`config.mk`:
```
export PLATFORM = sky130hd
export DESIGN_NAME = countdown_event_table
export DESIGN_NICKNAME = d
export VERILOG_FILES = /design/src/hdl/cet_pkg.sv /design/src/hdl/countdown_event_table.sv /design/src/hdl/cet_ram.sv
export SDC_FILE = /design/constraint.sdc
export NUM_CORES = 1
export LEC_CHECK = 0
export ABC_AREA = 1
export BUFFER_PORTS_ARGS = -buffer_cell sky130_fd_sc_hd__buf_2
export CORE_MARGIN = 2
export CORE_UTILIZATION = 60
export DETAILED_ROUTE_END_ITERATION = 8
export PLACE_DENSITY = 0.77
export SETUP_SLACK_MARGIN = 0.1
export SLEW_MARGIN = 30
export SYNTH_ARGS = -nofsm -noshare
export SYNTH_HDL_FRONTEND = slang
export SYNTH_HIERARCHICAL = 1
export SYNTH_SLANG_ARGS = --single-unit
```
`constraint.sdc`:
```
create_clock -name clock -period 6.49 [get_ports clock]
set_clock_uncertainty 0.15 [all_clocks]
set_input_delay 0 -clock clock [delete_from_list [all_inputs] [get_ports clock]]
set_output_delay 0 -clock clock [all_outputs]
set_load 0.05 [all_outputs]
```
`src/hdl/cet_pkg.sv`:
```
package cet_pkg;

   localparam int NUM_SLOTS_DEF = 16;

   localparam int ACTION_W   = 3;
   localparam int REF_W      = 16;
   localparam int DUR_W      = 16;
   localparam int SLOT_IN_W  = 4;
   localparam int COUNT_W    = 24;
   localparam int TPU_W      = 9;
   localparam int PROD_W     = DUR_W + TPU_W;

   localparam logic [TPU_W-1:0]   TPU_RESET = 9'd10;
   localparam logic [COUNT_W-1:0] COUNT_MAX = {COUNT_W{1'b1}};

   // ram word: ref [15:0], count [39:16], done [40]
   localparam int WORD_W = REF_W + COUNT_W + 1;

   localparam int REQ_DATA_W = 40;
   localparam int REQ_USER_W = ACTION_W;
   localparam int RSP_DATA_W = REF_W;
   localparam int RSP_USER_W = 1;

   typedef enum logic [ACTION_W-1:0] {
      ACT_PUSH   = 3'd0,
      ACT_TICK   = 3'd1,
      ACT_NEXT   = 3'd2,
      ACT_FORGET = 3'd3,
      ACT_FLUSH  = 3'd4
   } action_type;

   typedef enum logic [2:0] {
      ST_IDLE,
      ST_DECODE,
      ST_MUL,
      ST_PUSH,
      ST_SCAN,
      ST_FINISH
   } state_type;

endpackage

```
`src/hdl/countdown_event_table.sv`:
```
// Channel | Ports     | Contents
// req     | req_t*    | tuser: action[2:0]; tdata: event_ref, duration, slot
// rsp     | rsp_t*    | tuser: found[0]; tdata: done_ref[15:0]
// csr     | csr_*     | ticks_per_unit[8:0], always ready
//
// One transaction at a time. Push goes from accept through decode, multiply, then one
// ram write to the result; tick and next sweep every slot through the single ram read
// port, one slot a cycle; forget, flush and others go from decode to the result.
// The next request can be taken in the same cycle as the result goes valid.
// Synchronous reset clears all slots to inactive through per-slot valid flops.
// A result waiting on rsp_tready does not block the next request.
module countdown_event_table
   import cet_pkg::*;
#(
   parameter int NUM_SLOTS = cet_pkg::NUM_SLOTS_DEF
) (
   input  logic                           clock,
   input  logic                           reset,
   input  logic                           req_tvalid,
   output logic                           req_tready,
   // event_ref[15:0], duration[31:16], slot[35:32], zero pad
   input  logic [cet_pkg::REQ_DATA_W-1:0] req_tdata,
   // action[2:0]
   input  logic [cet_pkg::REQ_USER_W-1:0] req_tuser,
   output logic                           rsp_tvalid,
   input  logic                           rsp_tready,
   // done_ref[15:0]
   output logic [cet_pkg::RSP_DATA_W-1:0] rsp_tdata,
   // found[0]
   output logic [cet_pkg::RSP_USER_W-1:0] rsp_tuser,
   input  logic                           csr_valid,
   output logic                           csr_ready,
   input  logic [cet_pkg::TPU_W-1:0]      csr_data
);

   import cet_pkg::*;

   localparam int SLOT_W = (NUM_SLOTS > 1) ? $clog2(NUM_SLOTS) : 1;
   localparam int PTR_W  = $clog2(NUM_SLOTS + 1);
   localparam logic [PTR_W-1:0] LAST_PTR = PTR_W'(NUM_SLOTS);
   localparam logic [SLOT_IN_W+PTR_W-1:0] SLOT_LIM = (SLOT_IN_W + PTR_W)'(NUM_SLOTS);

   state_type state_ff, state_in;

   logic [TPU_W-1:0]     tpu_ff;
   logic [ACTION_W-1:0]  act_ff;
   logic [REF_W-1:0]     ref_ff;
   logic [DUR_W-1:0]     dur_ff;
   logic [SLOT_IN_W-1:0] slot_ff;
   logic [PROD_W-1:0]    prod_ff;
   logic [PTR_W-1:0]     wp_ff;
   logic [PTR_W-1:0]     cnt_ff;
   logic                 pend_ff;
   logic [SLOT_W-1:0]    pidx_ff;
   logic [NUM_SLOTS-1:0] vld_ff;
   logic                 res_found_ff;
   logic [REF_W-1:0]     res_ref_ff;
   logic                 rsp_valid_ff;
   logic                 rsp_found_ff;
   logic [REF_W-1:0]     rsp_ref_ff;

   logic                 req_fire;
   logic                 rsp_free;
   logic [PTR_W-1:0]     wp_eff;
   logic [COUNT_W-1:0]   sat_count;
   logic                 rd_en;
   logic [SLOT_W-1:0]    rd_addr;
   logic                 wr_en;
   logic [SLOT_W-1:0]    wr_addr;
   logic [WORD_W-1:0]    wr_data;
   logic [WORD_W-1:0]    rd_data;
   logic                 e_done;
   logic [COUNT_W-1:0]   e_count;
   logic [REF_W-1:0]     e_ref;
   logic                 tick_hit;
   logic                 next_hit;
   logic                 forget_ok;

   assign req_fire  = req_tvalid && req_tready;
   assign rsp_free  = !rsp_valid_ff || rsp_tready;
   assign csr_ready = 1'b1;

   assign wp_eff    = (wp_ff >= LAST_PTR) ? '0 : wp_ff;
   assign sat_count = prod_ff[PROD_W-1] ? COUNT_MAX : prod_ff[COUNT_W-1:0];

   assign e_ref   = rd_data[REF_W-1:0];
   assign e_count = rd_data[REF_W+COUNT_W-1:REF_W];
   assign e_done  = rd_data[WORD_W-1];

   assign tick_hit  = (state_ff == ST_SCAN) && pend_ff && (act_ff == ACT_TICK)
                      && vld_ff[pidx_ff] && !e_done;
   assign next_hit  = (state_ff == ST_SCAN) && pend_ff && (act_ff == ACT_NEXT)
                      && vld_ff[pidx_ff] && e_done && !res_found_ff;
   assign forget_ok = ({{PTR_W{1'b0}}, slot_ff} < SLOT_LIM);

   always_comb begin
      state_in = state_ff;
      case (state_ff)
         ST_IDLE: begin
            if (req_fire) state_in = ST_DECODE;
         end
         ST_DECODE: begin
            case (act_ff)
               ACT_PUSH: state_in = ST_MUL;
               ACT_TICK, ACT_NEXT: state_in = ST_SCAN;
               default: state_in = ST_FINISH;
            endcase
         end
         ST_MUL:  state_in = ST_PUSH;
         ST_PUSH: state_in = ST_FINISH;
         ST_SCAN: begin
            if (cnt_ff == LAST_PTR && !pend_ff) state_in = ST_FINISH;
         end
         ST_FINISH: begin
            if (rsp_free) state_in = ST_IDLE;
         end
         default: state_in = ST_IDLE;
      endcase
   end

   always_comb begin
      req_tready = (state_ff == ST_IDLE);
      rd_en      = 1'b0;
      rd_addr    = cnt_ff[SLOT_W-1:0];
      wr_en      = 1'b0;
      wr_addr    = pidx_ff;
      wr_data    = {e_count == '0, e_count - 1'b1, e_ref};
      case (state_ff)
         ST_SCAN: begin
            rd_en = (cnt_ff != LAST_PTR);
            wr_en = tick_hit;
         end
         ST_PUSH: begin
            wr_en   = 1'b1;
            wr_addr = wp_eff[SLOT_W-1:0];
            wr_data = {1'b0, sat_count, ref_ff};
         end
         default: begin
            wr_en = 1'b0;
         end
      endcase
   end

   cet_ram #(
      .WIDTH(WORD_W),
      .DEPTH(NUM_SLOTS)
   ) u_ram (
      .clock  (clock),
      .wr_en  (wr_en),
      .wr_addr(wr_addr),
      .wr_data(wr_data),
      .rd_en  (rd_en),
      .rd_addr(rd_addr),
      .rd_data(rd_data)
   );

   always_ff @(posedge clock) begin
      if (reset) begin
         state_ff     <= ST_IDLE;
         tpu_ff       <= TPU_RESET;
         wp_ff        <= '0;
         vld_ff       <= '0;
         pend_ff      <= 1'b0;
         rsp_valid_ff <= 1'b0;
      end else begin
         state_ff <= state_in;
         if (csr_valid && csr_ready) begin
            tpu_ff <= csr_data;
         end
         if (state_ff == ST_FINISH && rsp_free) begin
            rsp_valid_ff <= 1'b1;
         end else if (rsp_tready) begin
            rsp_valid_ff <= 1'b0;
         end
         pend_ff <= rd_en;
         case (state_ff)
            ST_DECODE: begin
               if (act_ff == ACT_FORGET && forget_ok) begin
                  vld_ff[SLOT_W'(slot_ff)] <= 1'b0;
               end
               if (act_ff == ACT_FLUSH) begin
                  vld_ff <= '0;
                  wp_ff  <= '0;
               end
            end
            ST_PUSH: begin
               vld_ff[wp_eff[SLOT_W-1:0]] <= 1'b1;
               wp_ff <= wp_eff + 1'b1;
            end
            ST_SCAN: begin
               if (next_hit) begin
                  vld_ff[pidx_ff] <= 1'b0;
               end
            end
            default: ;
         endcase
      end
   end

   always_ff @(posedge clock) begin
      if (req_fire) begin
         act_ff  <= req_tuser;
         ref_ff  <= req_tdata[REF_W-1:0];
         dur_ff  <= req_tdata[REF_W+DUR_W-1:REF_W];
         slot_ff <= req_tdata[REF_W+DUR_W+SLOT_IN_W-1:REF_W+DUR_W];
      end
      if (state_ff == ST_DECODE) begin
         cnt_ff       <= '0;
         res_found_ff <= 1'b0;
         res_ref_ff   <= '0;
      end
      if (rd_en) begin
         cnt_ff  <= cnt_ff + 1'b1;
         pidx_ff <= cnt_ff[SLOT_W-1:0];
      end
      if (next_hit) begin
         res_found_ff <= 1'b1;
         res_ref_ff   <= e_ref;
      end
      if (state_ff == ST_MUL) begin
         prod_ff <= PROD_W'(dur_ff) * PROD_W'(tpu_ff);
      end
      if (state_ff == ST_FINISH && rsp_free) begin
         rsp_found_ff <= res_found_ff;
         rsp_ref_ff   <= res_ref_ff;
      end
   end

   assign rsp_tvalid = rsp_valid_ff;
   assign rsp_tdata  = rsp_ref_ff;
   assign rsp_tuser  = rsp_found_ff;

endmodule

```
`src/hdl/cet_ram.sv`:
```
module cet_ram #(
   parameter int WIDTH = 8,
   parameter int DEPTH = 16,
   parameter int ADDR_W = (DEPTH > 1) ? $clog2(DEPTH) : 1
) (
   input  logic              clock,
   input  logic              wr_en,
   input  logic [ADDR_W-1:0] wr_addr,
   input  logic [WIDTH-1:0]  wr_data,
   input  logic              rd_en,
   input  logic [ADDR_W-1:0] rd_addr,
   output logic [WIDTH-1:0]  rd_data
);

   logic [WIDTH-1:0] mem [DEPTH];
   logic [WIDTH-1:0] rd_data_ff;

   always_ff @(posedge clock) begin
      if (wr_en) begin
         mem[wr_addr] <= wr_data;
      end
      if (rd_en) begin
         rd_data_ff <= mem[rd_addr];
      end
   end

   assign rd_data = rd_data_ff;

endmodule

```
# After elaboration in Yosys (flattened, before gate mapping)
# Memories as Yosys holds them, arrays and structs flattened. A register that Yosys moved wholly into a read port is not among the register bits.
# Index checks and enable logic that the tools add are counted.
classes:
  add_sub_neg: 3
  multipliers: 1
  n_div: 0
  order_cmp: 7
  eq_ne: 17
  shift: 0
  muxes: 33
  n_bitwise: 5
  n_reduce_logical: 31
op_table:
  columns: ["op", "n"]
  rows:
  - ["2-to-1 mux 16 bit", 5]
  - ["one-hot mux 16 bit (3 select lines)", 1]
  - ["2-to-1 mux 41 bit", 1]
  - ["bitwise AND 16 bit", 2]
  - ["inverter 16 bit", 2]
  - ["multiplier 16 x 9 -> 25 bit", 1]
  - ["logical NOT 24 bit", 1]
  - ["2-to-1 mux 24 bit", 1]
  - ["subtractor 24 x 1 -> 24 bit, second input constant", 1]
  - ["2-to-1 mux 5 bit", 4]
  - ["one-hot mux 3 bit (6 select lines)", 1]
  - ["bitwise OR 16 bit", 1]
  - ["less-than comparator 4 x 5 -> 1 bit, second input constant", 3]
  - ["logical AND 1 bit", 14]
  - ["demux 1 bit (select 4 bit)", 3]
  - ["== test 3 x 2 -> 1 bit, second input constant", 4]
  - [">= comparator 4 x 1 -> 1 bit, second input constant", 3]
  - ["adder 5 x 1 -> 5 bit, second input constant", 2]
  - ["one-hot mux 5 bit (2 select lines)", 1]
  - ["== test 3 bit, second input constant", 3]
  - ["2-to-1 mux 1 bit", 9]
  - ["2-to-1 mux 3 bit", 3]
  - ["nonzero test 2 bit", 4]
  - ["== test 3 x 1 -> 1 bit, second input constant", 2]
  - ["other kinds (17)", 25]
totals:
  ff_bits: 142
  latchBits: 0
  mem_bits_rw: 656
  mem_bits_ro: 0
  inputBits: 57
  out_inout_bits: 20
  wordCells: 115
  mem_count: 1
mem_list:
  columns: ["name", "words", "word_bits", "read_ports", "rd_clocked_by_memory_dff", "write_ports", "line", "rtl"]
  rows:
  - ["u_ram.mem", 16, 41, 1, 1, 1, "cet_ram.sv:15", "logic [WIDTH-1:0] mem [DEPTH];"]

# Longest topological paths before layout
depth:
  word_depth: 9
  depth_mapped: 21
  mapped_depth_nobuf: 19

# Modules after synthesis
# Netlist, hierarchy kept.
by_module_without_submodules:
  columns: ["mod", "n_inst", "cells_per_inst", "area_per_inst_um2", "seq_area_each_um2"]
  rows:
  - ["cet_ram", 1, 2708, 29510.8, 20930.1]
  - ["countdown_event_table", 1, 1416, 11478.5, 3903.7]

# Worst setup path after synthesis
# OpenSTA, ideal clock, no wires.
synth_path:
  kind: "reg2reg"
  from: "register tpu_ff[0]"
  to: "register prod_ff[19] (data pin)"
  setup_ps: 259
  t_arrival_ps: 4190
  required_time_ps: 6081
  setup_slack_ps: 1891
  path_stages_with_launch: 19
  n_path_buf: 2
  period_less_slack_ps: 4599
  cell_sequence: "dfxtp_1 -> clkbuf_1 -> clkbuf_1 -> nand2_1 -> fa_1 -> inv_1 -> fa_1 -> fa_1 -> inv_1 -> fa_1 -> inv_1 -> ha_1 -> nand2_1 -> inv_1 -> a21oi_1 -> o21ai_0 -> nand3_1 -> nand2_1 -> xor2_1"
synth_between:
  elab_chain_cells: 1
synth_rtl:
  columns: ["item", "line", "rtl"]
  rows:
  - ["start, declared", "countdown_event_table.sv:45", "logic [TPU_W-1:0] tpu_ff;"]
  - ["start signal, assigned", "countdown_event_table.sv:168", "tpu_ff <= csr_data;"]
  - ["multiplier 16 x 9 -> 25 bit", "countdown_event_table.sv:221", "prod_ff <= PROD_W'(dur_ff) * PROD_W'(tpu_ff);"]
  - ["end signal, assigned", "countdown_event_table.sv:221", null]
  - ["end, declared", "countdown_event_table.sv:50", "logic [PROD_W-1:0] prod_ff;"]
# Every way passes these cells.
# A chain may end at the register's enable or synchronous reset.

# Final worst setup path
layout_path:
  from: "register tpu_ff[0]"
  to: "register prod_ff[22] (data pin)"
# The elaborated chain is that of the path after synthesis.

==> summary.txt <==
Run status
  • Status: complete, no violations

Critical path
  • R2R cell count: 18
  • Top Family by Delay on Critical Path: adder cells
  • Crit end category: flip-flop
  • Worst-path cell chain: nand2_1 > fa_1 > inv_1 > fa_1 > inv_1 > fa_1 > fa_1 > inv_1 > ha_1 > nand2_1 > o21ai_1 > nand3_1 > nand2_1 > nand3_1 > nand2_1 > nand2_1 > nand2_1 > xor2_1
  • Critical Path AT: 5.23 ns
  • Critical Path Fanout Max: 17
  • Crit path top cell by count: nand2_1
  • Slowest-stage cell, CP: dfxtp_1
  • Reg2reg setup slack: 1.52 ns
  • CP Class: reg -> reg
  • WP buf/inv: 3
  • Req. time, crit path: 6.74 ns
  • Worst r2r src: tpu_ff[0]
  • CP peak stage delay: 0.80 ns
  • FF-to-FF End: prod_ff[22]
  • Startpoint Class: flip-flop

Clock network
  • Root Buffer: clkbuf_16
  • Inserted Clock Buffers: 85
  • # H-tree levels: 3
  • Clock sinks: 839
  • Bufs on Longest Clock Path: 3
  • Clock transition at path regs: 0.07 ns
  • TritonCTS clock tree: built
  • Clock Latency Late Sink: 0.66 ns

Power
  • Leak pwr: 20.3 nW
  • Combinational power share: 38.4%
  • P per Cell Area: 423 nW/µm²
  • P_int: 0.0120 W
  • Sw frac: 38.6%
  • Sequential share of power: 36.6%
  • Switching pwr: 0.00752 W
  • Max VDD drop: 0.306 mV
  • Clk pwr share: 25.1%

Drt
  • 1st-iter DRT viols: 3,282
  • DR vias: 29,000
  • Routed WL: 98,600 µm
  • Number of routed nets with antenna violations: 0
  • Post-DR vias/cell: 5.56
  • Residual DRC count: 0
  • First-pass iteration count of the detailed router: 6
  • Wire per inst: 18.9 µm

Timing
  • Final worst-path cycle share: 76.6%
  • Final Slew Violations: 0
  • Hold_ws: 0.109 ns
  • Endpoints failing setup: 0
  • Final Hold Fails: 0
  • RSZ-0062 raised after global routing: no
  • Slew HR: 33.1%
  • Sum Neg Setup Slack: 0 ns
  • Fin crit period: 4.97 ns
  • Maximum clock rate: 201 MHz
  • Worst-Margin Slew: 1.00 ns

Synth
  • Cells after Synth: 4,124
  • Synth Cell Area: 41,000 µm²
  • Post-synth ARST share: 0%
  • Main synth FF type: edfxtp_1
  • Seq/Total Area, Yosys: 60.6%
  • Synth unique cells: 46
  • YS warnings: 6
  • Syn_nets: 4,332
  • Syn avg cell area: 9.94 µm²
  • Yosys reg bits: 839
  • Number of enable flip-flop cells after synthesis: 803

Floorplanning
  • Initial Utilization: 60.8%
  • Row count: 95
  • Vert. Die Dim: 265 µm
  • IO Count: 77
  • Core area: 67,400 µm²
  • Die width: 265 µm
  • Die area: 70,400 µm²

Layout
  • Syn-to-layout area delta: 12.4%
  • FILL cells: 4,639
  • Number of nets in the layout: 4,480
  • Ratio of cells with drive above 1 in the final layout: 7.85%
  • Fin cells: 5,217

Hold path
  • HP Start: rsp_tready
  • Hold path depth: 4
  • Hold EP: rsp_tvalid
  • Hold WC Path Type: in -> reg

Placement
  • Port Buffer Count: 71
  • Dpl cells: 4,941
  • DP HPWL: 54,200 µm
  • Placer Congestion: 0.919

Global route
  • Initial antenna violation count: 0
  • Largest net degree at the start of global routing: 154
  • Grt ovf: 0
  • First-pass GRT wire length: 153,000 µm
  • Tot GR Track Use: 28.3%
  • Vias in the first global route: 28,800

Job
  • Max cap viols: 0
-- sequential cells by signal (all words and copies together) (netlist names) --
register / cells
slot_ff: 4
rsp_tvalid: 1
res_ref_ff: 16
u_ram/rd_data: 41
pend_ff: 1
ref_ff: 16
vld_ff: 16
cnt_ff: 5
act_ff: 3
prod_ff: 25
pidx_ff: 4
u_ram/mem: 656
rsp_tdata: 16
tpu_ff: 9
rsp_tuser: 1
state_ff: 3
wp_ff: 5
res_found_ff: 1
dur_ff: 16
-- final cells by class --
class / instances / area [µm²] / share of cell area [%]
antenna: 1 / 2.50 / 0.00543
clock buffer: 102 / 2210 / 4.80
clock inverter: 56 / 571 / 1.24
inverter: 795 / 3000 / 6.51
multi-input combinational: 2294 / 12200 / 26.5
sequential: 839 / 24800 / 53.9
tap: 873 / 1090 / 2.37
timing repair buffer: 257 / 2150 / 4.66
-- cells by family (layout without fill, tap and decap cells) --
kind of cell,after synthesis,in the layout,share of synthesized area [%]
simple gates,1933,1933,19.8
buf+inv,991,1210,10.2
flops,839,839,60.6
compound gates,181,181,2.39
fa+ha+maj,151,151,6.42
xor+xnor,28,28,0.598
other cells,1,2,0.00915
-- stage by stage --
step	utilization (%)	power (W)	worst slack (ns)	instance area, µm²
4_1_cts	68.3	0.0194	1.58	46000
6_report	68.4	0.0195	1.52	46100
5_1_grt	68.4	0.0206	1.21	46100
3_5_place_dp	62.4	0.0145	1.59	42100
3_3_place_gp	62.2	0.0143	1.72	41900
2_1_floorplan	-	0.0127	1.89	41000
-- metal layers --
metal / vias up / wire length (µm) / global-route usage, %
met5: - / 0 / 0
met4: 0 / 3970 / 13.3
met3: 296 / 8460 / 4.13
met2: 1461 / 48600 / 48.0
met1: 13800 / 37600 / 36.0
li1: 13500 / - / -
-- cells in the final DEF, fill, tap and decap left out, types with 22 or more instances in the layout --
| cell | n |
|---|---|
| ha_1 | 52 |
| nand3_1 | 532 |
| a21oi_1 | 50 |
| inv_1 | 781 |
| nor3_1 | 22 |
| nor2_1 | 122 |
| nand2_1 | 1195 |
| o21ai_0 | 76 |
| buf_2 | 72 |
| dfxtp_1 | 36 |
| buf_4 | 62 |
| edfxtp_1 | 803 |
| dlygate4sd3_1 | 117 |
| clkbuf_16 | 86 |
| fa_1 | 99 |
-- how the worst max path moves through the flow --
| stage | to | start | slack (ns) | cells after the start |
|---|---|---|---|---|
| after floorplan | prod_ff[19] | tpu_ff[0] | 1.89 | 18 |
| after global placement | prod_ff[19] | tpu_ff[0] | 1.72 | 16 |
| after detailed placement | prod_ff[22] | tpu_ff[0] | 1.59 | 18 |
| after CTS | prod_ff[22] | tpu_ff[0] | 1.58 | 18 |
| after global routing | prod_ff[19] | tpu_ff[6] | 1.21 | 16 |
| final | prod_ff[22] | tpu_ff[0] | 1.52 | 18 |
-- cells in the mapped netlist, types with 36 or more instances --
| library cell | n | area share, % |
|---|---|---|
| nand2_1 | 1195 | 11 |
| edfxtp_1 | 803 | 59 |
| inv_1 | 784 | 7.2 |
| nand3_1 | 533 | 6.5 |
| nor2_1 | 142 | 1.3 |
| fa_1 | 99 | 4.8 |
| o21ai_0 | 79 | 0.96 |
| buf_2 | 77 | 0.94 |
| clkbuf_1 | 56 | 0.51 |
| a21oi_1 | 54 | 0.66 |
| ha_1 | 52 | 1.6 |
| buf_6 | 41 | 1.1 |
| dfxtp_1 | 36 | 1.8 |
-- worst register-to-register path: cells and delay by family (launching register included) --
family,cells,cell delay (ns)
AOI/OAI and AO/OA,1,0.30
and+or+nand+nor,8,0.86
adders and majority gates,5,2.38
buffers and inverters,3,0.17
xor gates and xnor gates,1,0.06
DFF,1,0.80
-- timing repair --
item	4_1_cts	5_1_grt
setup buffers	0	0
hold buffers	117	0
resized for setup	0	0
hold endpoints to repair	96	0
-- power groups by stage --
stage               registers, W  logic [W]  clock network [W]
finish                   0.00712    0.00747            0.00488
global route             0.00714    0.00835            0.00513
global placement         0.00721    0.00707                  0
floorplan                0.00712    0.00560                  0
CTS                      0.00711    0.00738            0.00492
detailed placement       0.00721    0.00726                  0
Power figures use the tool's default switching activity.
